$ cat config.mk
export PLATFORM = sky130hd
export DESIGN_NAME = bmg_log_cell
export DESIGN_NICKNAME = d
export VERILOG_FILES = /design/src/rtl/core/bmg_pkg.sv /design/src/rtl/core/bmg_log_cell.sv
export SDC_FILE = /design/constraint.sdc
export NUM_CORES = 2
export LEC_CHECK = 0
export BUFFER_PORTS_ARGS = -buffer_cell sky130_fd_sc_hd__clkbuf_2
export CORE_MARGIN = 2
export CORE_UTILIZATION = 54
export DETAILED_ROUTE_END_ITERATION = 10
export PLACE_DENSITY_LB_ADDON = 0.3
export RECOVER_POWER = 25
export SLEW_MARGIN = 10
export SYNTH_ARGS = -nofsm -noshare
export SYNTH_HDL_FRONTEND = slang
export SYNTH_SLANG_ARGS = --single-unit
export TNS_END_PERCENT = 5
$ cat constraint.sdc
create_clock -name i_clk -period 8.6 [get_ports i_clk]
set_input_delay 1.29 -clock i_clk [delete_from_list [all_inputs] [get_ports i_clk]]
set_output_delay 1.29 -clock i_clk [all_outputs]
set_load 0.05 [all_outputs]
$ cat src/rtl/core/bmg_pkg.sv
// Shared widths, constants and types for the Box-Muller Gaussian pair generator.
`default_nettype none
package bmg_pkg;

    localparam int E_W        = 6;   // top-bit index of the radius code plus one
    localparam int X_W        = 31;  // normalised log2 operand, Q30 in [1,2)
    localparam int FRAC_W     = 30;  // log2 fraction bits
    localparam int L24_W      = 30;  // -log2(u1) in Q24
    localparam int T_W        = 31;  // -2 ln(u1) in Q24
    localparam int V_W        = 55;  // square root operand and partial root
    localparam int R_W        = 28;  // radius, Q24
    localparam int TH_W       = 31;  // angle within quadrant, Q30 radians
    localparam int X2_W       = 32;  // angle squared, Q30
    localparam int TERM_W     = 32;  // series term
    localparam int SUM_W      = 35;  // signed series sum
    localparam int MAG_W      = 32;  // trig magnitude
    localparam int PROD_W     = R_W + MAG_W;
    localparam int SAMPLE_W   = 16;

    localparam int LOG_STEPS  = 30;
    localparam int SQRT_STEPS = 28;
    localparam int TRIG_STEPS = 8;
    localparam int SIN_STEPS  = 7;

    localparam logic [30:0] TWO_LN2_Q30 = 31'd1488522236;
    localparam logic [30:0] HALF_PI_Q30 = 31'd1686629713;

    typedef enum logic [1:0] {
        QUAD_I   = 2'd0,
        QUAD_II  = 2'd1,
        QUAD_III = 2'd2,
        QUAD_IV  = 2'd3
    } t_quad;

    typedef struct packed {
        logic [SAMPLE_W-1:0] sin_smp;
        logic [SAMPLE_W-1:0] cos_smp;
    } t_pair;

endpackage
`default_nettype wire

$ cat src/rtl/core/bmg_log_cell.sv
// One squaring step of the log2 chain: yields one fraction bit per cell.
`default_nettype none
module bmg_log_cell #(
    parameter int PW = 8
) (
    input  wire logic                          i_clk,
    input  wire logic                          i_rst_n,
    input  wire logic                          i_en,
    input  wire logic                          i_vld,
    input  wire logic [bmg_pkg::X_W-1:0]       i_x,
    input  wire logic [bmg_pkg::FRAC_W-1:0]    i_frac,
    input  wire logic [PW-1:0]                 i_pass,
    output logic                               o_vld,
    output logic [bmg_pkg::X_W-1:0]            o_x,
    output logic [bmg_pkg::FRAC_W-1:0]         o_frac,
    output logic [PW-1:0]                      o_pass
);

    logic [2*bmg_pkg::X_W-1:0] sq;
    logic [31:0]               y;
    logic [bmg_pkg::X_W-1:0]   n_x;
    logic [bmg_pkg::FRAC_W-1:0] n_frac;
    logic                      r_vld;
    logic [bmg_pkg::X_W-1:0]   r_x;
    logic [bmg_pkg::FRAC_W-1:0] r_frac;
    logic [PW-1:0]             r_pass;

    always_comb begin
        sq     = (2*bmg_pkg::X_W)'(i_x) * (2*bmg_pkg::X_W)'(i_x);
        y      = sq[61:30];
        // square reached [2,4): fraction bit is one, halve back into [1,2)
        n_x    = y[31] ? y[31:1] : y[30:0];
        n_frac = {i_frac[bmg_pkg::FRAC_W-2:0], y[31]};
    end

    always_ff @(posedge i_clk) begin
        if (!i_rst_n) begin
            r_vld <= 1'b0;
        end else if (i_en) begin
            r_vld <= i_vld;
        end
    end

    always_ff @(posedge i_clk) begin
        if (i_en) begin
            r_x    <= n_x;
            r_frac <= n_frac;
            r_pass <= i_pass;
        end
    end

    assign o_vld  = r_vld;
    assign o_x    = r_x;
    assign o_frac = r_frac;
    assign o_pass = r_pass;

endmodule
`default_nettype wire

## Yosys cells after proc, flatten, opt, wreduce, memory -nomap -nowiden

Index checks and enable logic that the tools add are counted.

- Flip-flop bits (word level): 70
- Word-level logic and storage cells: 7
- Output and inout port bits: 70
- Input bits: 73

- $mul: 1
- Mux-type cells: 1

Operators with widths:

| kind | count |
|---|---|
| multiplier 31 x 31 -> 62 bit | 1 |
| 2-to-1 mux 30 bit | 1 |

## Longest topological paths before layout

- Depth after elaboration: 2
- Mapped depth: 30
- Depth with buffers taken out: 27

## Least setup slack after synthesis

No wires, ideal clock.

- Path type: input port to flip-flop
- Start: input i_x[6] (netlist name)
- End: register r_x, in the netlist o_x[10] (data pin)
- Slack: 0.161 ns
- Setup time: 0.262 ns
- Arrival: 8.177 ns
- Path buffers: 3
- Stages on the path: 25
- Data required time: 8.338 ns
- Cell sequence: clkbuf_1 > clkbuf_1 > nand2_1 > fa_1 > inv_1 > fa_1 > fa_1 > inv_1 > fa_1 > inv_1 > fa_1 > inv_1 > fa_1 > inv_1 > fa_1 > fa_1 > ha_1 > and3_1 > a311o_1 > a211oi_1 > o211ai_1 > a211o_1 > nand3_2 > buf_4 > mux2_1

- Word-level cells in the longest chain between the ends: 2

RTL lines:

| what | line | text |
|---|---|---|
| start, declared | bmg_log_cell.sv:10 | `input wire logic [bmg_pkg::X_W-1:0] i_x,` |
| multiplier 31 x 31 -> 62 bit | bmg_log_cell.sv:29 | `sq = (2*bmg_pkg::X_W)'(i_x) * (2*bmg_pkg::X_W)'(i_x);` |
| 2-to-1 mux 30 bit | bmg_log_cell.sv:32 | `n_x = y[31] ? y[31:1] : y[30:0];` |
| named net n_x (one bit) | bmg_log_cell.sv:21 | `logic [bmg_pkg::X_W-1:0] n_x;` |
| end signal, assigned | bmg_log_cell.sv:46 | `r_x <= n_x;` |
| end, declared | bmg_log_cell.sv:24 | `logic [bmg_pkg::X_W-1:0] r_x;` |

The timed path passes the listed nets, and every way through them passes these cells.
A chain may end at the register's enable or synchronous reset.

## Final worst setup path

- Start: input i_x[18] (netlist name)
- End: register r_x, in the netlist o_x[5] (data pin)

Same word-level chain as after synthesis.

==> results.md <==
* Clock Tree Buf Depth at 2
* Number of global-route vias before repair at 25000
* Area Growth Syn to Fin at 16.0%
* CTS tree: yes
* Net Count, Synth at 4170
* Max-cap violation count at 1
* Crit-path most repeated cell: fa_1
* CP top delay family: adder cells
* Die Wd at 238 um
* Worst R2R Path Depth at 2
* Clk slew on worst S/H paths at 60 ps
* Final setup TNS at 0 ps
* Routed Antenna Nets at 0
* CTS buffer count at 9
* Initial DRC count at 1193
* Ports at 143
* Status: finished with violations
* CP Depth at 26
* Final min period at 8420 ps
* Buf/Inv on CP at 8
* Die H at 238 um
* CTS Root Buffer Type: clkbuf_16
* Core area at 54000 um^2
* Worst Setup Start Kind: input pin
* Post-synth EDFFs at 69
* Per-cell routed wire length at 17.7 um
* IO buf count at 141
* Failing checks: max-capacitance violations, max-slew violations
* Gr usage total at 0.278
* Antenna Cells at 0
* Share of cells above drive strength 1 at 0.168
* Final wirelength at 73900 um
* CP required at 8670 ps
* Final period util at 0.979
* Cells after synthesis at 3081
* First-pass GRT wire length at 125000 um
* Endpoint type of the worst setup path: flop
* Fin. max-slew vios at 71
* H-tree depth at 3
* Final Hold Viols at 0
* CTS sink cnt at 70
* Worst R2R Setup Slack at 7820 ps
* Yosys reg bits at 70
* Fmax at 119 MHz
* Hold WC Path Type: reg2reg
* Yosys warnings at 0
* Synth async-reset ratio at 0
* Crit-path slowest cell: fa_1
* Crit path kind: in2reg
* RSZ-0062 raised after global routing: yes
* Hpwl dp at 66000 um
* Avg Cell Area, Syn at 9.62 um^2
* GPL Wtd Cong at 0.943
* Post-synthesis cell area at 29600 um^2
* Initial antenna violation count at 1
* Full die area at 56800 um^2
* Final Skew at 0 ps
* Worst skew pair latency at 320 ps
* Final setup fails at 0
* CP arrival at 8490 ps
* Largest net degree at the start of global routing at 71
* Post-DR vias/cell at 5.19
* Rows at 85
* # DRC at 0
* GRT overflow at 0
* Relative slew slack at -1.53
* Worst Path Max Fanout at 10
* Synth cell types at 66
* Part of the Yosys area used for sequential elements at 0.0706
* Hold Crit Depth at 2
* Initial Utilization at 0.549
* Primary FF master, synth: edfxtp_1
* Pre-Repair DR Iteration Count at 5
* Crit-path max cell delay at 570 ps
* Routed vias at 21700
* Tightest Pin Transition at 3800 ps
* Nets at 4560
## path summary, 6_finish.rpt
| kind | startpoint | endpoint |
|---|---|---|
| hold reg to reg | o_vld | o_vld |
| setup reg to reg | o_vld | o_vld |
| hold / removal | o_vld | o_vld |
| setup / recovery | i_x[18] | o_x[5] |
## cells in the mapped netlist (3+ instances only)
| master | number | area share |
|---|---|---|
| o21a_1 | 4 | 0.0010 |
| o31ai_1 | 5 | 0.0013 |
| a31oi_1 | 9 | 0.0019 |
| nor2b_1 | 8 | 0.0017 |
| nor3_1 | 11 | 0.0019 |
| a21o_1 | 24 | 0.0061 |
| clkbuf_1 | 109 | 0.014 |
| a211oi_1 | 7 | 0.0018 |
| ha_1 | 269 | 0.11 |
| a41oi_1 | 4 | 0.0012 |
| nand2_1 | 310 | 0.039 |
| nand4_1 | 17 | 0.0036 |
| nor4_1 | 4 | 0.00084 |
| nand3b_1 | 3 | 0.00076 |
| mux2i_1 | 10 | 0.0034 |
| a211o_1 | 3 | 0.00089 |
| a31o_2 | 6 | 0.0018 |
| fa_1 | 747 | 0.50 |
| o21ai_1 | 6 | 0.0010 |
| a21boi_0 | 3 | 0.00076 |
| nand3_1 | 18 | 0.0030 |
| o21ai_0 | 38 | 0.0064 |
| and3_1 | 10 | 0.0021 |
| xor2_1 | 25 | 0.0074 |
| nor2_1 | 64 | 0.0081 |
| o211ai_1 | 7 | 0.0018 |
| xnor2_1 | 28 | 0.0083 |
| o21bai_1 | 13 | 0.0033 |
| edfxtp_1 | 69 | 0.070 |
| mux2_1 | 12 | 0.0046 |
| a41o_1 | 3 | 0.0010 |
| a21oi_1 | 79 | 0.013 |
| inv_1 | 917 | 0.12 |
| nand2b_1 | 3 | 0.00063 |
| or2_2 | 4 | 0.00084 |
| and2_1 | 192 | 0.041 |
## cell type report
| class | count | area [um^2] |
|---|---|---|
| Timing Repair Buffer | 495 | 3610 |
| Clock inverter | 7 | 103 |
| Multi-Input combinational cell | 1976 | 24000 |
| Inverter | 919 | 3460 |
| Clock buffer | 9 | 225 |
| Sequential cell | 70 | 2090 |
| Tap cell | 696 | 871 |
| Fill cell | 4338 | 19600 |
## cell families after synthesis
| kind of cell | share of synthesized area |
|---|---|
| buffers and inverters | 0.132 |
| xor gates and xnor gates | 0.0157 |
| adders and majority gates | 0.618 |
| and+or+nand+nor | 0.106 |
| DFF | 0.0706 |
| AOI/OAI and AO/OA | 0.0495 |
| muxes | 0.00832 |
## layout by cell type, fill, tap and decap left out, types with 5 or more instances in the layout
cell type | Yosys | final
a21o_1 | 24 | 24
a21oi_1 | 79 | 67
a21oi_2 | 0 | 12
a31o_2 | 6 | 6
a31oi_1 | 9 | 7
and2_1 | 192 | 187
and3_1 | 10 | 9
buf_12 | 0 | 14
buf_2 | 2 | 5
buf_4 | 2 | 332
buf_6 | 1 | 7
clkbuf_16 | 0 | 10
clkbuf_2 | 0 | 127
clkbuf_4 | 0 | 7
edfxtp_1 | 69 | 69
fa_1 | 747 | 744
ha_1 | 269 | 263
ha_4 | 0 | 6
inv_1 | 917 | 917
mux2_1 | 12 | 12
mux2i_1 | 10 | 10
nand2_1 | 310 | 310
nand3_1 | 18 | 17
nand4_1 | 17 | 17
nor2_1 | 64 | 58
nor2b_1 | 8 | 8
nor3_1 | 11 | 9
o211ai_1 | 7 | 7
o21ai_0 | 38 | 34
o21ai_1 | 6 | 10
o21bai_1 | 13 | 13
xnor2_1 | 28 | 27
xor2_1 | 25 | 25
## worst min-delay path: stages, from the launching register on
cell	delay [ps]
dfxtp_1	320
mux2i_1	150
nor2b_1	70
## registers in the layout (all words and copies together), names as in the netlist
register / count
o_vld: 1
o_pass: 8
o_x: 31
o_frac: 30
## layer usage
layer / global-route usage / wire length (um) / vias to the layer above
li1: - / - / 9816
met1: 0.351 / 29400 / 11200
met2: 0.511 / 39000 / 525
met3: 0.0248 / 3080 / 146
met4: 0.0765 / 2420 / 0
met5: 0 / 0 / -
## metrics by stage
stage	cell area, um^2	setup slack (ps)	utilization	cells	hold slack, ps
finish	34400	178	0.636	4172	602
CTS	33900	9.77	0.627	4166	598
global placement	33500	-504	0.621	4150	505
floorplan	29600	161	-	3081	743
global route	34400	-31.0	0.636	4172	624
detailed placement	33500	-519	0.621	4150	514
## repair_timing
action                                  in CTS  in global routing
endpoints found under the setup margin      22                 31
resized for setup                            6                107
buffers inserted                             0                  5
cloned                                       0                  1
hold buffers                                 0                  0
pin swaps                                    1                 27
Power is not shown: default switching activity piles up to over one toggle a cycle in this logic, so the estimate is an artifact.
