`src/rtl/core/bmg_pkg.sv`:
```
// Shared widths, constants and types for the Box-Muller Gaussian pair generator.
`default_nettype none
package bmg_pkg;

    localparam int E_W        = 6;   // top-bit index of the radius code plus one
    localparam int X_W        = 31;  // normalised log2 operand, Q30 in [1,2)
    localparam int FRAC_W     = 30;  // log2 fraction bits
    localparam int L24_W      = 30;  // -log2(u1) in Q24
    localparam int T_W        = 31;  // -2 ln(u1) in Q24
    localparam int V_W        = 55;  // square root operand and partial root
    localparam int R_W        = 28;  // radius, Q24
    localparam int TH_W       = 31;  // angle within quadrant, Q30 radians
    localparam int X2_W       = 32;  // angle squared, Q30
    localparam int TERM_W     = 32;  // series term
    localparam int SUM_W      = 35;  // signed series sum
    localparam int MAG_W      = 32;  // trig magnitude
    localparam int PROD_W     = R_W + MAG_W;
    localparam int SAMPLE_W   = 16;

    localparam int LOG_STEPS  = 30;
    localparam int SQRT_STEPS = 28;
    localparam int TRIG_STEPS = 8;
    localparam int SIN_STEPS  = 7;

    localparam logic [30:0] TWO_LN2_Q30 = 31'd1488522236;
    localparam logic [30:0] HALF_PI_Q30 = 31'd1686629713;

    typedef enum logic [1:0] {
        QUAD_I   = 2'd0,
        QUAD_II  = 2'd1,
        QUAD_III = 2'd2,
        QUAD_IV  = 2'd3
    } t_quad;

    typedef struct packed {
        logic [SAMPLE_W-1:0] sin_smp;
        logic [SAMPLE_W-1:0] cos_smp;
    } t_pair;

endpackage
`default_nettype wire

```
`src/rtl/core/bmg_out_buf.sv`:
```
// Output stage: one pending pair plus the output word, cosine then sine.
`default_nettype none
module bmg_out_buf (
    input  wire logic                          i_clk,
    input  wire logic                          i_rst_n,
    input  wire logic                          i_load,
    input  wire bmg_pkg::t_pair                i_pair,
    output logic                               o_full,
    output logic                               o_tvalid,
    input  wire logic                          i_tready,
    output logic [bmg_pkg::SAMPLE_W-1:0]       o_tdata,
    output logic                               o_tlast
);

    logic                          r_pend_vld;
    bmg_pkg::t_pair                r_pend;
    logic                          r_out_vld;
    logic                          r_out_last;
    logic [bmg_pkg::SAMPLE_W-1:0]  r_out_data;
    logic [bmg_pkg::SAMPLE_W-1:0]  r_cur_sin;

    logic out_free;
    logic send_sin;
    logic move;

    always_comb begin
        out_free = !r_out_vld || i_tready;
        send_sin = out_free && r_out_vld && !r_out_last;
        move     = out_free && !send_sin && r_pend_vld;
    end

    always_ff @(posedge i_clk) begin
        if (!i_rst_n) begin
            r_pend_vld <= 1'b0;
            r_out_vld  <= 1'b0;
            r_out_last <= 1'b0;
        end else begin
            if (i_load) begin
                r_pend_vld <= 1'b1;
            end else if (move) begin
                r_pend_vld <= 1'b0;
            end
            if (send_sin) begin
                r_out_vld  <= 1'b1;
                r_out_last <= 1'b1;
            end else if (move) begin
                r_out_vld  <= 1'b1;
                r_out_last <= 1'b0;
            end else if (out_free) begin
                r_out_vld  <= 1'b0;
            end
        end
    end

    always_ff @(posedge i_clk) begin
        if (i_load) begin
            r_pend <= i_pair;
        end
        if (send_sin) begin
            r_out_data <= r_cur_sin;
        end else if (move) begin
            r_out_data <= r_pend.cos_smp;
            r_cur_sin  <= r_pend.sin_smp;
        end
    end

    assign o_full   = r_pend_vld;
    assign o_tvalid = r_out_vld;
    assign o_tdata  = r_out_data;
    assign o_tlast  = r_out_last;

endmodule
`default_nettype wire

```
`config.mk`:
```
export PLATFORM = sky130hd
export DESIGN_NAME = bmg_out_buf
export DESIGN_NICKNAME = d
export VERILOG_FILES = /design/src/rtl/core/bmg_pkg.sv /design/src/rtl/core/bmg_out_buf.sv
export SDC_FILE = /design/constraint.sdc
export NUM_CORES = 1
export LEC_CHECK = 0
export BUFFER_PORTS_ARGS = -buffer_cell sky130_fd_sc_hd__buf_2
export CAP_MARGIN = 25
export CORE_ASPECT_RATIO = 2
export CORE_MARGIN = 1
export CORE_UTILIZATION = 52
export DETAILED_ROUTE_END_ITERATION = 10
export PLACE_DENSITY = 0.78
export SYNTH_ARGS = -nofsm -noshare
export SYNTH_HDL_FRONTEND = slang
export SYNTH_SLANG_ARGS = --single-unit
```
`constraint.sdc`:
```
create_clock -name i_clk -period 2.1 [get_ports i_clk]
set_clock_uncertainty 0.15 [all_clocks]
set_input_delay 0.105 -clock i_clk [delete_from_list [all_inputs] [get_ports i_clk]]
set_output_delay 0.105 -clock i_clk [all_outputs]
set_load 0.005 [all_outputs]
```
# Yosys cells after proc, flatten, opt, wreduce, memory -nomap -nowiden
# Cells that the tools add are included.
dict set report word_totals {
  ff_bits 67
  latch_bits 0
  mem_bits_rw 0
  romBits 0
  out_inout_bits 19
  wordCells 28
  mem_count 0
}
dict set report classes {
  addsub 0
  mul 0
  n_div 0
  order_cmp 0
  eq_ne 0
  shifts 0
  n_mux 8
  bitwise 1
  reduce_logical 12
}
# cell n
set op_table {}
lappend op_table {{$mux 16} 2}
lappend op_table {{$mux 1} 6}
lappend op_table {{$logic_and 1x1->1} 4}
lappend op_table {{$reduce_bool 2->1} 2}
lappend op_table {{$logic_not 1->1} 3}
lappend op_table {{$reduce_bool 3->1} 1}
lappend op_table {{$reduce_and 2->1} 1}
lappend op_table {{$logic_or 1x1->1} 1}
lappend op_table {{$not 1->1} 1}

# Depth between registers and ports, before layout
dict set report depth {
  ltp_word 9
  ltp_mapped 3
}

# Least setup slack after synthesis
# OpenSTA, ideal clock, no wires.
dict set report synth_timing {
  kind {register to register}
  start {register r_out_last (netlist: o_tlast)}
  end {register r_cur_sin[0] (netlist bit) (enable)}
  t_arrival_ps 1313
  path_slack_ps 247
  path_stages_with_launch 3
  period_less_slack_ps 1853
  cell_sequence {dfxtp_1 -> a21boi_0 -> nor2b_1}
}
dict set report synth_between {
  elab_chain_cells 6
  elab_cells_between_ends 7
}
# element line
set synth_rtl {}
lappend synth_rtl {{from (decl)} bmg_out_buf.sv:18} ;# logic r_out_last;
lappend synth_rtl {{from (signal assigned)} bmg_out_buf.sv:36} ;# r_out_last <= 1'b0;
lappend synth_rtl {{from (signal assigned)} bmg_out_buf.sv:45} ;# r_out_last <= 1'b1;
lappend synth_rtl {{from (signal assigned)} bmg_out_buf.sv:48} ;# r_out_last <= 1'b0;
lappend synth_rtl {{$logic_not 1->1 (*)} bmg_out_buf.sv:28} ;# send_sin = out_free && r_out_vld && !r_out_last;
lappend synth_rtl {{$logic_and 1x1->1 (*)} bmg_out_buf.sv:28}
lappend synth_rtl {{$logic_not 1->1} bmg_out_buf.sv:29} ;# move = out_free && !send_sin && r_pend_vld;
lappend synth_rtl {{$logic_and 1x1->1 (2 in a row)} bmg_out_buf.sv:29}
lappend synth_rtl {{$reduce_and 2->1 (no line) (*)} n/a}
lappend synth_rtl {{to (signal assigned)} bmg_out_buf.sv:63} ;# r_cur_sin <= r_pend.sin_smp;
lappend synth_rtl {{to (decl)} bmg_out_buf.sv:20} ;# logic [bmg_pkg::SAMPLE_W-1:0] r_cur_sin;
# Every way passes the cells marked *; elsewhere a longest branch is shown, timed or not.
# A chain may end at the register's enable or synchronous reset.

# Worst setup path after layout
dict set report layout_timing {
  start {register r_out_vld (netlist: o_tvalid)}
  end {register r_out_last (netlist: o_tlast)}
}
dict set report layout_between {
  elab_chain_cells 8
  elab_cells_between_ends 9
}
# element line
set layout_rtl {}
lappend layout_rtl {{from (decl)} bmg_out_buf.sv:17} ;# logic r_out_vld;
lappend layout_rtl {{from (signal assigned)} bmg_out_buf.sv:35} ;# r_out_vld <= 1'b0;
lappend layout_rtl {{from (signal assigned)} bmg_out_buf.sv:44} ;# r_out_vld <= 1'b1;
lappend layout_rtl {{from (signal assigned)} bmg_out_buf.sv:47} ;# r_out_vld <= 1'b1;
lappend layout_rtl {{$logic_not 1->1} bmg_out_buf.sv:27} ;# out_free = !r_out_vld || i_tready;
lappend layout_rtl {{$logic_or 1x1->1} bmg_out_buf.sv:27}
lappend layout_rtl {{$logic_and 1x1->1 (2 in a row)} bmg_out_buf.sv:28}
lappend layout_rtl {{$logic_not 1->1} bmg_out_buf.sv:29}
lappend layout_rtl {{$logic_and 1x1->1 (2 in a row)} bmg_out_buf.sv:29}
lappend layout_rtl {{$reduce_bool 2->1 (no line)} n/a}
# Parallel ways exist; a longest one is shown, timed or not.

==> qor.csv <==
stage,metric,value,unit
run_status,run_status,"finished, final reports clean",
timing,fmax,561,MHz
timing,drv_slew,0,
logic_synthesis,synth_warnings,0,
pwr,combPwrFrac,8.0,%
pwr,p_clk_share,34.2,%
route,dr_wl_met3,127,um
logic_synthesis,synth_area,2300,um2
setup_path,crit_type,register to register,
timing,worstMarginPinSlew,0.722,ns
floorplanning,num_rows,33,
global_routing,grt_pass1_vias,1134,
finish,layout-area-overhead-vs-synth,37.0,%
logic_synthesis,synth_area_leaders,"edfxtp_1 (83%), mux2_4 (6.5%), mux2_2 (2.9%), dfxtp_1 (2.6%), nand3b_4 (0.87%)",
setup_path,r2r_cells,3,
pwr,total_power,2800,uW
worst_hold_path,hold_end,o_tvalid$_SDFFE_PN0P_,
cts,ctsLongestPathBuffers,2,
pwr,netSwitchingPower,543,uW
cts,cts_resized,0,
logic_synthesis,synth-compound-area-share,1.95,%
route,first_pass_iters,4,
cts,cts.sinks,67,
finish,final_common_cell,edfxtp_1,
route,wl_met2,2.01,mm
timing,min_period_over_period,85.0,%
floorplanning,start_util,55.3,%
floorplanning,die_w,49.1,um
logic_synthesis,synth_area_leader_cell,edfxtp_1,
place,port_buffers,54,
route,ant_nets,0,
logic_synthesis,synth_top_area_share,83.4,%
floorplanning,chipHeight,96.2,um
route,totalWireLength,3.49,mm
setup_path,r2r-end,o_tlast$_SDFFE_PN0P_,
finish,final_cell_mix,"edfxtp_1 (64), buf_2 (54), dlygate4sd3_1 (34)",
floorplanning,coreArea,4170,um2
logic_synthesis,netlist_instances,96,
timing,finalHoldViolations,0,
setup_path,cp_max_fo,6,
route,drc,0,
finish,seq_area,1980,um2
cts,cts_setup_buffers,0,
route,routed-via-count,1176,
logic_synthesis,ys_seq_area_share,86.0,%
floorplanning,fp.dieArea,4720,um2
setup_path,worstPathArrival,1.90,ns
cts,numCtsBuffers,9,
setup_path,ff2ff_setup_slack,0.32,ns
timing,relSlewSlack,51.9,%
pwr,switching_share,19.4,%
setup_path,cp-end-kind,register,
cts,clkSlewWorstSetupHoldPaths,0.07,ns
logic_synthesis,synthAdderAreaFrac,0,%
cts,h-tree-depth,3,
cts,cts_root_buf,clkbuf_8,
timing,grt_setup_unrepaired,no,
logic_synthesis,synth_xor_area_share,0,%
cts,clkLatencyLatePin,0.33,ns
route,drt-met1-wl,1.27,mm
logic_synthesis,synth_cell_types,15,
logic_synthesis,syn-mean-instance-area,24.0,um2
timing,period_minus_slack,1.78,ns
finish,nets,232,
floorplanning,design.portCount,55,
finish,drive_above_1_share,42.0,%
logic_synthesis,synth.net_count,132,
global_routing,globalRouteTotalUtil,16.8,%
pwr,ir_worst_vdd,0.833,mV
pwr,internal_power,2260,uW
logic_synthesis,synth_top_family_by_area,multiplexers,
logic_synthesis,muxShareOfSynthArea,9.45,%
timing,fin_setup_tns,0,ns
route,drtIter0Drc,15,
pwr,p_per_area,888,nW/um2
pwr,p_seq_share,57.9,%
logic_synthesis,synth_seq_cells,67,
pwr,power.leakage,0.00126,uW
route,dr.max_layer_used,met4,
flow_run,drv_cap,0,
finish,multi_input_area,308,um2
place,globalplace.congestion,0.713,
route,detail_route.wl_per_cell,13.8,um
global_routing,grt.overflow.total,0,
setup_path,r2r_start,o_tvalid$_SDFFE_PN0P_,
global_routing,grt_max_degree,34,
route,vias_per_cell,4.67,
setup_path,setup.worst_path.start_class,register,
place,hpwlAfterDp,2.07,mm
global_routing,antenna_found_initial,0,
finish,fillCellCount,249,
setup_path,required,2.22,ns
worst_hold_path,whs_path_depth,3,
global_routing,grt_first_pass_wirelength,5.34,mm
worst_hold_path,hold_path.class,primary input to register,
finish,n_antenna_cell,0,
cts,cts_tree,built,
worst_hold_path,hp-start,i_tready,
logic_synthesis,synth-simple-area-share,1.95,%
timing,setup_violations,0,
## state kept, by name (all words and copies together), names as in the netlist
signal / count
o_full: 1
o_tdata: 16
o_tlast: 1
o_tvalid: 1
r_cur_sin: 16
r_pend: 32
## worst max-delay path, stage by stage, from the launching register on
cell and delay, ns:
dfxtp_1 0.45, nand2b_1 0.13, a311oi_1 0.37, dlygate4sd3_1 0.62
## how the worst max path moves through the flow
stage | start | endpoint | slack (ns) | cells after the start
finish | o_tvalid$_SDFFE_PN0P_ | o_tlast$_SDFFE_PN0P_ | 0.32 | 3
global placement | o_tvalid$_SDFFE_PN0P_ | o_tdata[12]$_DFFE_PP_ | 0.64 | 2
floorplan | o_tlast$_SDFFE_PN0P_ | r_cur_sin[0]$_DFFE_PP_ | 0.25 | 2
global route | o_tvalid$_SDFFE_PN0P_ | o_tlast$_SDFFE_PN0P_ | 0.29 | 3
CTS | o_tvalid$_SDFFE_PN0P_ | o_tlast$_SDFFE_PN0P_ | 0.49 | 3
detailed placement | o_tvalid$_SDFFE_PN0P_ | r_cur_sin[6]$_DFFE_PP_ | 0.53 | 3
## through the flow
stage / util, % / hold WS (ns) / setup slack, ns / cell area [um2] / cells
4_1_cts: 75.7 / 0.148 / 0.493 / 3160 / 252
2_1_floorplan: - / 0.0539 / 0.247 / 2300 / 96
6_report: 75.7 / 0.143 / 0.316 / 3160 / 252
5_1_grt: 75.7 / 0.174 / 0.288 / 3160 / 252
3_3_place_gp: 63.4 / 0.132 / 0.635 / 2640 / 203
3_5_place_dp: 63.4 / 0.133 / 0.532 / 2640 / 203
## cells by family (layout without fill, tap and decap cells)
kind of cell    count (synthesis)  after routing
compound gates                  6              6
buf+inv                         2            106
flops                          67             67
mux                            16             16
simple gates                    5              5
## synth_stat cells
cell type and count:
a21boi_0 1, a21oi_1 1, a22o_1 1, a311oi_1 1, and2_1 1, buf_6 1
dfxtp_1 3, edfxtp_1 64, inv_1 1, mux2_2 6, mux2_4 10, nand2b_1 1
nand3b_4 1, nor2b_1 2, o21a_1 2
## repair_timing
action,in CTS,in global routing
setup endpoints to repair,0,0
hold buffers,34,0
endpoints found under the hold margin,35,0
## final cells by class
class | count | share of cell area (%)
timing repair buffer | 90 | 19.8
clock buffer | 11 | 4.16
sequential | 67 | 62.8
inverter | 1 | 0.119
tap | 52 | 2.06
multi-input combinational | 27 | 9.75
clock inverter | 4 | 1.35
## power by group through the flow
stage               combinational, uW  clock, uW  sequential (uW)
floorplan                        76.8          0             1650
global placement                  166          0             1640
detailed placement                174          0             1650
CTS                               223        968             1620
global route                      242       1030             1630
finish                            223        957             1620
## layer usage
layer / global-route usage, % / vias to the layer above
met2: 29.8 / 41
met1: 16.9 / 547
met3: 3.79 / 6
met4: 12.5 / 0
li1: - / 582
met5: 0 / -
No activity file was read; power rests on OpenSTA's default activity.
