### config.mk
export PLATFORM = sky130hd
export DESIGN_NAME = bmg_sqrt_cell
export DESIGN_NICKNAME = d
export VERILOG_FILES = /design/src/rtl/core/bmg_pkg.sv /design/src/rtl/core/bmg_sqrt_cell.sv
export SDC_FILE = /design/constraint.sdc
export NUM_CORES = 1
export LEC_CHECK = 0
export BUFFER_PORTS_ARGS = -buffer_cell sky130_fd_sc_hd__buf_4
export CORE_AREA = 2 2 119 208
export CTS_CLUSTER_DIAMETER = 50
export DETAILED_ROUTE_END_ITERATION = 8
export DIE_AREA = 0 0 121 210
export HOLD_SLACK_MARGIN = 0.15
export PLACE_DENSITY_LB_ADDON = 0.08
export RECOVER_POWER = 100
export SYNTH_ARGS = -nofsm -noshare
export SYNTH_HDL_FRONTEND = slang
export SYNTH_SLANG_ARGS = --single-unit
### constraint.sdc
create_clock -name i_clk -period 6.2 [get_ports i_clk]
set_input_delay 0.31 -clock i_clk [delete_from_list [all_inputs] [get_ports i_clk]]
set_output_delay 0.31 -clock i_clk [all_outputs]
set_load 0.05 [all_outputs]
### src/rtl/core/bmg_pkg.sv
// Shared widths, constants and types for the Box-Muller Gaussian pair generator.
`default_nettype none
package bmg_pkg;

    localparam int E_W        = 6;   // top-bit index of the radius code plus one
    localparam int X_W        = 31;  // normalised log2 operand, Q30 in [1,2)
    localparam int FRAC_W     = 30;  // log2 fraction bits
    localparam int L24_W      = 30;  // -log2(u1) in Q24
    localparam int T_W        = 31;  // -2 ln(u1) in Q24
    localparam int V_W        = 55;  // square root operand and partial root
    localparam int R_W        = 28;  // radius, Q24
    localparam int TH_W       = 31;  // angle within quadrant, Q30 radians
    localparam int X2_W       = 32;  // angle squared, Q30
    localparam int TERM_W     = 32;  // series term
    localparam int SUM_W      = 35;  // signed series sum
    localparam int MAG_W      = 32;  // trig magnitude
    localparam int PROD_W     = R_W + MAG_W;
    localparam int SAMPLE_W   = 16;

    localparam int LOG_STEPS  = 30;
    localparam int SQRT_STEPS = 28;
    localparam int TRIG_STEPS = 8;
    localparam int SIN_STEPS  = 7;

    localparam logic [30:0] TWO_LN2_Q30 = 31'd1488522236;
    localparam logic [30:0] HALF_PI_Q30 = 31'd1686629713;

    typedef enum logic [1:0] {
        QUAD_I   = 2'd0,
        QUAD_II  = 2'd1,
        QUAD_III = 2'd2,
        QUAD_IV  = 2'd3
    } t_quad;

    typedef struct packed {
        logic [SAMPLE_W-1:0] sin_smp;
        logic [SAMPLE_W-1:0] cos_smp;
    } t_pair;

endpackage
`default_nettype wire

### src/rtl/core/bmg_sqrt_cell.sv
// One restoring step of the integer square root: settles one root bit.
`default_nettype none
module bmg_sqrt_cell #(
    parameter int BITPOS = 54,
    parameter int PW     = 16
) (
    input  wire logic                      i_clk,
    input  wire logic                      i_rst_n,
    input  wire logic                      i_en,
    input  wire logic                      i_vld,
    input  wire logic [bmg_pkg::V_W-1:0]   i_v,
    input  wire logic [bmg_pkg::V_W-1:0]   i_res,
    input  wire logic [PW-1:0]             i_pass,
    output logic                           o_vld,
    output logic [bmg_pkg::V_W-1:0]        o_v,
    output logic [bmg_pkg::V_W-1:0]        o_res,
    output logic [PW-1:0]                  o_pass
);

    localparam logic [bmg_pkg::V_W-1:0] BIT = bmg_pkg::V_W'(1) << BITPOS;

    logic [bmg_pkg::V_W:0]   trial;
    logic [bmg_pkg::V_W-1:0] n_v;
    logic [bmg_pkg::V_W-1:0] n_res;
    logic                    r_vld;
    logic [bmg_pkg::V_W-1:0] r_v;
    logic [bmg_pkg::V_W-1:0] r_res;
    logic [PW-1:0]           r_pass;

    always_comb begin
        trial = {1'b0, i_res} + {1'b0, BIT};
        if ({1'b0, i_v} >= trial) begin
            n_v   = i_v - trial[bmg_pkg::V_W-1:0];
            n_res = (i_res >> 1) + BIT;
        end else begin
            n_v   = i_v;
            n_res = i_res >> 1;
        end
    end

    always_ff @(posedge i_clk) begin
        if (!i_rst_n) begin
            r_vld <= 1'b0;
        end else if (i_en) begin
            r_vld <= i_vld;
        end
    end

    always_ff @(posedge i_clk) begin
        if (i_en) begin
            r_v    <= n_v;
            r_res  <= n_res;
            r_pass <= i_pass;
        end
    end

    assign o_vld  = r_vld;
    assign o_v    = r_v;
    assign o_res  = r_res;
    assign o_pass = r_pass;

endmodule
`default_nettype wire

* Yosys cells after proc, flatten, opt, wreduce, memory -nomap -nowiden *
Index checks and enable logic that the tools add are counted.

word-level totals
  input port bits = 130
  bits in read-only memories = 0
  latch bits = 0
  bits in registers = 127
  memories kept = 0
  memory bits (writable) = 0

cells by class
  div/mod/pow operators = 0
  mux-type cells = 2
  bitwise gates (word level) = 0
  order comparisons = 1
  multipliers = 0
  eq/ne operators = 0
  reduce and logical (&&, ||, !) cells = 0
  shifts and indexed selects = 0
  $add $sub $neg = 3

operator list
  operator                                                           count
  55-bit by 55-bit adder with 56-bit output (second input constant)  1
  55-bit by 56-bit greater-or-equal comparator with 1-bit output     1
  54-bit by 55-bit adder with 55-bit output (second input constant)  1
  55-bit 2-to-1 mux                                                  1
  55-bit subtractor                                                  1
  54-bit 2-to-1 mux                                                  1

* Depth between registers and ports, before layout *
Gate-level depths: netlist (run 1).

  depth in word-level cells = 3
  depth in mapped cells = 16

* Worst setup path after synthesis (run 1) *
No wires, ideal clock.

  path type = input-to-reg
  start point = input i_v[0] (netlist bit)
  end point = register r_v, in the netlist o_v[48], data pin
  cell stages on the path = 15
  arrival = 3.306 ns
  setup time = 0.262 ns
  path buffers = 1
  setup slack = 2.631 ns
  path through = inv_1 -> ha_1 -> fa_1 -> and2b_1 -> o2111ai_2 -> a31oi_4 -> a41oi_4 -> o31ai_4 -> a211oi_4 -> o211a_1 -> o21ai_4 -> nand2_4 -> inv_6 -> buf_8 -> mux2_1

between the ends
  cells in the longest elaborated chain, start to end = 2

ends and longest elaborated chain
  what                                                                                                        RTL line                                  RTL
  from (decl)                                                                                                 bmg_sqrt_cell.sv:11                       input wire logic [bmg_pkg::V_W-1:0] i_v,
  55-bit subtractor / 55-bit by 56-bit greater-or-equal comparator with 1-bit output (equally long branches)  bmg_sqrt_cell.sv:33, bmg_sqrt_cell.sv:32
  55-bit 2-to-1 mux (*)                                                                                       bmg_sqrt_cell.sv:32                       if ({1'b0, i_v} >= trial) begin
  via n_v, one bit                                                                                            bmg_sqrt_cell.sv:23                       logic [bmg_pkg::V_W-1:0] n_v;
  to (signal assigned)                                                                                        bmg_sqrt_cell.sv:51                       r_v <= n_v;
  to (decl)                                                                                                   bmg_sqrt_cell.sv:26                       logic [bmg_pkg::V_W-1:0] r_v;

The timed path passes the listed nets; every way through them passes the cells marked *.
A chain may end at the register's enable or synchronous reset.

* Worst setup path in the final report (run 1) *
  start point = input i_res[49] (netlist bit)
  end point = register r_v, in the netlist o_v[22], data pin

between the ends
  cells in the longest elaborated chain, start to end = 3

ends and longest elaborated chain
  what                                                            RTL line             RTL
  from (decl)                                                     bmg_sqrt_cell.sv:12  input wire logic [bmg_pkg::V_W-1:0] i_res,
  55-bit by 55-bit adder with 56-bit output                       bmg_sqrt_cell.sv:31  trial = {1'b0, i_res} + {1'b0, BIT};
  55-bit by 56-bit greater-or-equal comparator with 1-bit output  bmg_sqrt_cell.sv:32
  55-bit 2-to-1 mux                                               bmg_sqrt_cell.sv:32
  via n_v, one bit                                                bmg_sqrt_cell.sv:23

The timed path passes the listed nets, and every way through them passes these cells.

==> results of run 1 <==
[how the worst max path moves through the flow]
stage / end / cells after the start / from
floorplan: o_v[48] / 15 / i_v[0]
global placement: o_v[3] / 15 / i_v[0]
detailed placement: o_v[50] / 15 / i_v[0]
CTS: o_v[50] / 14 / i_res[1]
global route: o_v[22] / 14 / i_res[49]
finish: o_v[22] / 14 / i_res[49]
[sequential cells by signal, summed over array words and instances, names as in the netlist]
signal	count
o_pass	16
o_v	55
o_vld	1
o_res	55
[synth_stat cells (all sizes together) (7+ instances only)]
cell / instances / area (um2)
o21a: 11 / 82.6
ha: 56 / 701
o31ai: 7 / 66.3
nor2: 39 / 146
mux2: 34 / 495
a21o: 32 / 240
inv: 71 / 272
o21bai: 11 / 82.6
nand3: 16 / 80.1
nand2: 49 / 191
edfxtp: 126 / 3780
xor2: 12 / 105
clkbuf: 22 / 82.6
xnor2: 34 / 298
nor3: 15 / 75.1
a21oi: 87 / 477
o21ai: 36 / 191
a31oi: 9 / 71.3
nand4: 9 / 56.3
buf: 7 / 96.3
[where the power goes]
part           switching [mW]  total [mW]  internal (mW)
clock                   0.413        1.01          0.594
combinational           0.634       0.931          0.297
sequential             0.0194        1.06           1.04
[layer usage]
metal	vias up	track usage (%)	wire length, um
met2	188	38.6	14200
li1	3460	-	-
met5	-	0	0
met3	28	4.22	1090
met4	0	7.98	516
met1	3274	18.9	8930
[cell families after synthesis]
| family | count (synthesis) | share of synthesized area, % |
|---|---|---|
| AO/OA/AOI/OAI | 226 | 18.7 |
| buffers and inverters | 100 | 5.50 |
| flip-flops | 127 | 46.4 |
| XOR/XNOR | 46 | 4.92 |
| AND/OR/NAND/NOR | 160 | 9.35 |
| multiplexers | 36 | 6.29 |
| adder cells (fa/ha/maj) | 57 | 8.80 |
[worst max-delay path: stages]
cell and delay, ns:
dlygate4sd3_1 0.53, clkbuf_4 0.12, inv_1 0.04, ha_1 0.44, a21o_1 0.16, a21oi_1 0.07
o21bai_1 0.22, a21o_1 0.16, a21o_1 0.13, nor3b_1 0.06, nor2_1 1.16, nand2_1 0.55
inv_6 0.55, mux2_1 0.38
[area by class of cell]
class / instances / area (um2)
Clock inverter: 15 / 160
Antenna cell: 1 / 2.50
Multi-Input combinational cell: 525 / 3780
Tap cell: 308 / 385
Fill cell: 2417 / 12600
Sequential cell: 127 / 3800
Timing Repair Buffer: 352 / 2330
Clock buffer: 17 / 425
Inverter: 71 / 272
[through the flow]
| stage | setup slack (ns) | hold slack [ns] | cell area [um2] |
|---|---|---|---|
| 2_1_floorplan | 2.63 | 0.409 | 8190 |
| 3_3_place_gp | 1.95 | 0.488 | 10300 |
| 3_5_place_dp | 1.86 | 0.490 | 10300 |
| 4_1_cts | 1.97 | 0.150 | 11900 |
| 5_1_grt | 1.12 | 0.149 | 11200 |
| 6_report | 1.48 | 0.168 | 11200 |
==> results.txt, run 1 <==
----------------------------------------------------
[Status]
  Failing checks ... capacitance limit, slew limit
  Run status ... finished with violations

[STA]
  Sum Neg Setup Slack ... 0 ns
  Final setup violating endpoints ... 0
  Crit path time final ... 4.72 ns
  Final period util ... 76.1%
  Highest Clock Rate ... 212 MHz
  Final max-slew violation count ... 84
  Setup repair after global routing missed its margin ... false
  Number of hold violations in the final report ... 0
  Slew at the pin closest to its max-slew limit ... 3.64 ns
  Max transition margin ... -143%
  Worst Clk Skew ... 0 ns

[Clock network]
  Number of buffers added by the clock tree synthesis step ... 17
  # resized after CTS ... 0
  # hold bufs at CTS ... 93
  Clock-pin slew on the worst setup and hold paths ... 0.06 ns
  Root Driver ... clkbuf_16
  Maximum count of clock buffers along a single path ... 2
  Latest clock arrival within the worst-skew pair ... 0.44 ns
  Setup repair bufs after CTS ... 0
  Maximum level of the CTS H-tree ... 4
  CTS tree ... done
  Clock sink count ... 127

[Setup path]
  Worst setup slack for register-to-register paths ... 5.06 ns
  Crit start category ... primary input
  Arrival time worst endpoint ... 4.90 ns
  Required time of the critical path ... 6.38 ns
  R2R depth ... 3
  Setup Crit Path Kind ... in -> reg
  Origin of the critical flop-to-flop path ... o_vld
  Worst-path fanout max ... 50
  Capture instance of the worst register-to-register path ... o_vld
  Critical Path End Type ... flop

[Worst hold path]
  Startpoint of the lowest-slack hold path ... i_v[4]
  Min-Delay Endpoint ... o_v[4]
  Hold Path Depth ... 2
  Worst min-delay path category ... in -> reg

[Power and ir drop]
  Lkg Pwr ... 4.57 nW
  PD cells ... 268 nW/um2
  Total power ... 3.00 mW
  Worst VDD drop ... 0.000130 V

[Die]
  Die width ... 121 um
  Die area ... 25400 um2
  Top Ports ... 257
  Vertical die dimension ... 210 um
  Initial standard-cell utilization of the core ... 34.5%
  Placeable core area ... 23700 um2
  Number of rows in the core area ... 75

[Yosys]
  Cell variety after synth ... 65
  Number of warning messages in the yosys log ... 0
  Synthesized area divided by synthesized cell count ... 10.9 um2
  Area of the mapped netlist ... 8190 um2
  Fraction of synthesis flops using an asynchronous set or reset pin ... 0%
  Portion of the post-synthesis area used by sequential elements ... 46.4%
  Instance count of the mapped netlist ... 752
  Flop and latch count out of synthesis ... 127
  Number of enable flip-flop cells after synthesis ... 126
  Most common flop cell mapped by yosys ... edfxtp_1
  Syn nets ... 939

[Global routing]
  Total Routing Usage GR ... 19.5%
  Sum of overflow across all layers after global routing ... 0
  Initial antenna violation count ... 1
  Via count of the first global-routing pass ... 7129
  Largest net degree at the start of global routing ... 67
  Global-route wire length before repair ... 37600 um

[Detailed routing]
  Number of DRC markers in iteration 0 ... 329
  DRC violations left ... 0
  Post-detailed-route count of antenna-violating nets ... 0
  Post-Route WL ... 24800 um
  Via density ... 4.91
  DR vias ... 6950
  Wirelength per Cell ... 17.5 um
  1st-pass router iterations ... 5

[Layout]
  Fraction of layout instances using a drive strength above 1 ... 14.5%
  Area delta synth->final ... 36.4%
  Non-filler cells, final ... 1416
  Most common cell after layout, fill and taps aside ... clkbuf_1
  Fraction of the core area covered by cells at the end of the flow ... 47.0%
  Number of nets in the final layout ... 1281
  Top library cells by usage in the layout, fill and taps aside ... 143 x clkbuf_1, 126 x edfxtp_1, 93 x dlygate4sd3_1, 84 x a21oi_1, 70 x inv_1

[Placed design]
  Inst Count DP ... 1290
  I/O Buffers ... 256
  GP Congestion ... 0.896
  HPWL after DPL ... 18800 um

[Flow run]
  Maximum capacitance violations ... 2

----------------------------------------------------
Power figures use the tool's default switching activity.
==> run 2: changes to the inputs <==
==> constraint.sdc (replaced) <==
create_clock -name i_clk -period 4.5 [get_ports i_clk]
set_input_delay 0.225 -clock i_clk [delete_from_list [all_inputs] [get_ports i_clk]]
set_output_delay 0.225 -clock i_clk [all_outputs]
set_load 0.05 [all_outputs]
==> run 2 against run 1 <==
Compared with the run above: the flow still finishes with violations (capacitance limit, slew limit); routed wire length is 1.3% higher; power is 40% higher; core utilization is 1.8 points higher; critical path type unchanged; clock-buffer cell count is 1 higher; sequential power is 38% higher; global-route usage is 0.18 points higher; final area is 3.8% higher; die area stayed put; combinational power is 42% higher; cell count is 2.7% higher; non-clock buffer count is 39 higher.
==> results.txt, run 2 (synthesized netlist as in run 1, its figures left out) <==
----------------------------------------------------
[Clock network]
  CTS tree ... done
  Latest clock arrival within the worst-skew pair ... 0.44 ns
  Maximum level of the CTS H-tree ... 4
  Clock-pin slew on the worst setup and hold paths ... 0.06 ns
  Number of buffers added by the clock tree synthesis step ... 17
  Root Driver ... clkbuf_16
  Clock sink count ... 127
  Maximum count of clock buffers along a single path ... 2
  Setup repair bufs after CTS ... 0

[STA]
  Worst-case hold slack ... 0.268 ns
  Sum Neg Setup Slack ... 0 ns
  Number of hold violations in the final report ... 0
  Final setup violating endpoints ... 0
  Setup repair after global routing missed its margin ... false
  Crit path time final ... 4.22 ns
  Highest Clock Rate ... 237 MHz
  Final max-slew violation count ... 61
  Worst Clk Skew ... 0 ns
  Least setup slack across all paths after layout ... 0.279 ns
  Max transition margin ... -140%
  Slew at the pin closest to its max-slew limit ... 3.60 ns
  Final period util ... 93.8%

[Layout]
  Finished Cell Area ... 11600 um2
  Storage cell area ... 3800 um2
  Most common cell after layout, fill and taps aside ... clkbuf_1
  Non-filler cells, final ... 1454
  Area delta synth->final ... 41.5%
  Fraction of layout instances using a drive strength above 1 ... 14.8%
  Antenna Diode Count ... 0
  Fraction of the core area covered by cells at the end of the flow ... 48.8%
  Number of nets in the final layout ... 1320
  Area of combinational cells with multiple inputs ... 3810 um2
  Fill cell count ... 2434
  Top library cells by usage in the layout, fill and taps aside ... 148 x clkbuf_1, 126 x dlygate4sd3_1, 126 x edfxtp_1, 82 x a21oi_1, 70 x inv_1

[Power and ir drop]
  Relative contribution of the clock network to total power ... 33.7%
  Switching share of total power ... 34.7%
  Sw power ... 1.46 mW
  Worst VDD drop ... 0.000218 V
  Sequential cell fraction of total power ... 34.8%
  Total power ... 4.20 mW
  PD cells ... 362 nW/um2
  Lkg Pwr ... 4.75 nW
  Combinational fraction of design power ... 31.5%
  Internal power ... 2.74 mW

[Detailed routing]
  Wirelength per Cell ... 17.2 um
  Number of DRC markers in iteration 0 ... 286
  Via density ... 4.87
  Post-Route WL ... 25100 um
  Post-detailed-route count of antenna-violating nets ... 0
  1st-pass router iterations ... 4
  DRC violations left ... 0
  DR vias ... 7082

[Worst hold path]
  Worst min-delay path category ... in -> reg
  Startpoint of the lowest-slack hold path ... i_res[0]
  Min-Delay Endpoint ... o_v[0]
  Hold Path Depth ... 3

[Setup path]
  Origin of the critical flop-to-flop path ... o_vld
  Setup Crit Path Kind ... in -> reg
  R2R depth ... 3
  Critical Path End Type ... flop
  Worst setup slack for register-to-register paths ... 3.37 ns
  Crit start category ... primary input
  Arrival time worst endpoint ... 4.42 ns
  Capture instance of the worst register-to-register path ... o_vld
  Worst-path fanout max ... 26
  Required time of the critical path ... 4.70 ns

[Global routing]
  Via count of the first global-routing pass ... 7301
  Global-route wire length before repair ... 38300 um
  Total Routing Usage GR ... 19.7%
  Largest net degree at the start of global routing ... 61
  Initial antenna violation count ... 0
  Sum of overflow across all layers after global routing ... 0

[Status]
  Run status ... finished with violations
  Failing checks ... capacitance limit, slew limit

[Placed design]
  HPWL after DPL ... 19100 um
  I/O Buffers ... 256
  Post-place setup slack ... 0.356 ns
  Inst Count DP ... 1296
  GP Congestion ... 0.878
  Instance area at placement ... 10400 um2

[Die]
  Die width ... 121 um
  Die area ... 25400 um2
  Top Ports ... 257
  Number of rows in the core area ... 75
  Initial standard-cell utilization of the core ... 34.5%
  Placeable core area ... 23700 um2
  Vertical die dimension ... 210 um

[Flow run]
  Maximum capacitance violations ... 1

----------------------------------------------------
## run 2: per-layer routing
metal | up-vias | track usage [%] | share of wire (%) | routed length, um
met3 | 29 | 3.98 | 4.2 | 1060
met4 | 0 | 6.90 | 1.8 | 457
met2 | 162 | 39.2 | 57 | 14300
li1 | 3544 | - | - | -
met5 | - | 0 | 0 | 0
met1 | 3347 | 19.6 | 37 | 9230
## run 2: worst max path at each step
stage,start,endpoint,slack [ns],cells after the start
finish,i_v[0],o_v[37],0.28,17
global route,i_v[0],o_v[37],0.03,17
CTS,i_v[0],o_v[36],0.29,17
detailed placement,i_v[0],o_v[29],0.36,16
global placement,i_v[0],o_v[32],0.44,16
floorplan,i_v[0],o_v[48],1.02,15
## run 2: final cells by class
type                            instances  area share [%]
Clock buffer                           18            3.70
Multi-Input combinational cell        525            32.9
Timing Repair Buffer                  391            23.5
Clock inverter                         14            1.45
Tap cell                              308            3.33
Sequential cell                       127            32.8
Inverter                               71            2.34
## run 2: critical path: stages
cell and delay, ns:
dlygate4sd3_1 0.52, buf_4 0.11, inv_1 0.03, ha_1 0.23, fa_1 0.40, and2b_1 0.25, o2111ai_2 0.15, a31oi_4 0.30
a41oi_4 0.18, o31ai_4 0.42, a211oi_4 0.14, o211a_1 0.29, o21ai_4 0.18, nand2_4 0.12, inv_6 0.28, clkbuf_2 0.24
mux2_1 0.33
## run 2: power by group through the flow
stage | clock, mW | combinational (mW) | sequential (mW)
finish | 1.41 | 1.32 | 1.46
global route | 1.49 | 1.42 | 1.47
CTS | 1.46 | 1.47 | 1.46
detailed placement | 0 | 1.38 | 1.49
global placement | 0 | 1.37 | 1.49
floorplan | 0 | 0.544 | 1.87
## run 2: repair_timing
action                                 in CTS  in global routing
endpoints found under the hold margin     125                  0
gates resized for setup                     0                  0
hold buffers                              126                  0
==> run 3: changes to the inputs <==
--- a/config.mk
+++ b/config.mk
@@ -13,6 +13,7 @@
 export HOLD_SLACK_MARGIN = 0.15
 export PLACE_DENSITY_LB_ADDON = 0.08
 export RECOVER_POWER = 100
+export SETUP_SLACK_MARGIN = 0.3
 export SYNTH_ARGS = -nofsm -noshare
 export SYNTH_HDL_FRONTEND = slang
 export SYNTH_SLANG_ARGS = --single-unit
==> run 3 against run 2 <==
Compared with the run above: the run still ends with capacitance limit, slew limit left; routed wire length down 0.53%; clock skew unchanged; fmax up 3.9%; clock power about the same; sequential cell count unchanged; register-to-register slack worse by 0.02 ns; first-iteration DRC count up 1.7%; final area up 0.27%; non-clock buffer count unchanged; combinational power about the same; sequential share of layout area down 0.088 points; via count about the same; critical endpoint is now o_v[36]; largest cell class unchanged.
==> results.txt, run 3 (synthesized netlist as in run 1, its figures left out) <==
----------------------------------------------------
[Layout]
  Area delta synth->final ... 41.9%
  Antenna Diode Count ... 0
  Non-filler cells, final ... 1454
  Most common cell after layout, fill and taps aside ... clkbuf_1
  Top library cells by usage in the layout, fill and taps aside ... 150 x clkbuf_1, 126 x dlygate4sd3_1, 126 x edfxtp_1, 76 x a21oi_1, 70 x inv_1
  Number of nets in the final layout ... 1320
  Fraction of layout instances using a drive strength above 1 ... 15.6%

[Placed design]
  HPWL after DPL ... 19100 um
  Inst Count DP ... 1296
  GP Congestion ... 0.878
  Post-place setup slack ... 0.356 ns
  I/O Buffers ... 256

[STA]
  Crit path time final ... 4.06 ns
  Number of hold violations in the final report ... 0
  Highest Clock Rate ... 246 MHz
  Final period util ... 90.3%
  Worst-case hold slack ... 0.259 ns
  Final setup violating endpoints ... 0
  Final max-slew violation count ... 71
  Slew at the pin closest to its max-slew limit ... 1.92 ns
  Setup repair after global routing missed its margin ... false
  Sum Neg Setup Slack ... 0 ns
  Least setup slack across all paths after layout ... 0.435 ns
  Max transition margin ... -28.1%
  Worst Clk Skew ... 0 ns

[Die]
  Top Ports ... 257
  Placeable core area ... 23700 um2
  Vertical die dimension ... 210 um
  Die area ... 25400 um2
  Number of rows in the core area ... 75
  Initial standard-cell utilization of the core ... 34.5%
  Die width ... 121 um

[Setup path]
  Worst-path fanout max ... 26
  Arrival time worst endpoint ... 4.25 ns
  Capture instance of the worst register-to-register path ... o_vld
  Origin of the critical flop-to-flop path ... o_vld
  Slowest-stage cell, CP ... dlygate4sd3_1
  Crit start category ... primary input
  Critical Path End Type ... flop
  Setup Crit Path Kind ... in -> reg
  Max incr delay on CP ... 0.55 ns
  Required time of the critical path ... 4.68 ns
  R2R depth ... 3
  Worst setup slack for register-to-register paths ... 3.35 ns
  Cell chain of the critical path ... dlygate4sd3_1 > clkbuf_1 > inv_1 > fa_1 > and2b_1 > o2111ai_1 > a31oi_4 > a41oi_4 > o31ai_4 > a211oi_1 > o211a_1 > o21ai_4 > nand2_4 > inv_8 > buf_4 > mux2_1

[Global routing]
  Largest net degree at the start of global routing ... 61
  Via count of the first global-routing pass ... 7285
  Total Routing Usage GR ... 19.7%
  Initial antenna violation count ... 0
  Global-route wire length before repair ... 38200 um
  Sum of overflow across all layers after global routing ... 0

[Detailed routing]
  1st-pass router iterations ... 4
  DRC violations left ... 0
  Post-Route WL ... 24900 um
  Number of DRC markers in iteration 0 ... 291
  Wirelength per Cell ... 17.2 um
  Post-detailed-route count of antenna-violating nets ... 0
  Via density ... 4.87
  DR vias ... 7084

[Power and ir drop]
  Lkg Pwr ... 4.77 nW
  Internal power ... 2.74 mW
  Relative contribution of the clock network to total power ... 33.6%
  Switching share of total power ... 34.7%
  Sw power ... 1.46 mW
  Worst VDD drop ... 0.000189 V
  PD cells ... 362 nW/um2
  Total power ... 4.20 mW
  Sequential cell fraction of total power ... 34.8%
  Combinational fraction of design power ... 31.7%

[Clock network]
  CTS tree ... done
  Maximum count of clock buffers along a single path ... 2
  Latest clock arrival within the worst-skew pair ... 0.44 ns
  Root Driver ... clkbuf_16
  Clock sink count ... 127
  Clock-pin slew on the worst setup and hold paths ... 0.06 ns
  Maximum level of the CTS H-tree ... 4
  Setup repair bufs after CTS ... 0
  Number of buffers added by the clock tree synthesis step ... 17

[Worst hold path]
  Hold Path Depth ... 3
  Min-Delay Endpoint ... o_v[0]
  Startpoint of the lowest-slack hold path ... i_res[0]
  Worst min-delay path category ... in -> reg

[Flow run]
  Maximum capacitance violations ... 2

[Status]
  Run status ... finished with violations
  Failing checks ... capacitance limit, slew limit

----------------------------------------------------
## run 3: timing repair
item,4_1_cts,5_1_grt
gates resized for setup,0,1
hold buffers,126,0
endpoints found under the setup margin,0,16
hold endpoints to repair,125,0
## run 3: final cells by class
class | count | area [um2]
tap | 308 | 385
multi-input combinational | 525 | 3840
clock buffer | 18 | 429
timing repair buffer | 391 | 2720
inverter | 71 | 274
sequential | 127 | 3800
fill | 2430 | 12100
clock inverter | 14 | 168
## run 3: per-layer routing
layer	share of wire, %	track usage, %
met1	36	19.6
met2	57	39.1
met3	4.4	3.98
met4	1.9	6.90
met5	0	0
## run 3: how the worst max path moves through the flow
stage	end	startpoint	slack, ns	depth (start not counted)
2_1_floorplan	o_v[48]	i_v[0]	1.02	15
4_1_cts	o_v[36]	i_v[1]	0.41	16
6_report	o_v[36]	i_v[1]	0.44	16
3_5_place_dp	o_v[29]	i_v[0]	0.36	16
3_3_place_gp	o_v[32]	i_v[0]	0.44	16
5_1_grt	o_v[36]	i_v[1]	0.17	16
## run 3: through the flow
stage | cell area, um2 | util [%]
after floorplan | 8190 | -
after global routing | 11600 | 48.9
after detailed placement | 10400 | 43.9
final | 11600 | 48.9
after global placement | 10400 | 43.9
after CTS | 12300 | 51.7
## run 3: worst max-delay path, delay by kind of cell
family | cells | cell delay, ns
compound gates | 7 | 1.68
fa+ha+maj | 1 | 0.45
buf+inv | 5 | 1.20
mux | 1 | 0.32
simple gates | 2 | 0.35
## run 3: power by group through the flow
| stage | sequential [mW] | clock, mW | combinational (mW) |
|---|---|---|---|
| after floorplan | 1.87 | 0 | 0.544 |
| after global placement | 1.49 | 0 | 1.37 |
| after detailed placement | 1.49 | 0 | 1.38 |
| after CTS | 1.46 | 1.46 | 1.47 |
| after global routing | 1.47 | 1.49 | 1.43 |
| final | 1.46 | 1.41 | 1.33 |
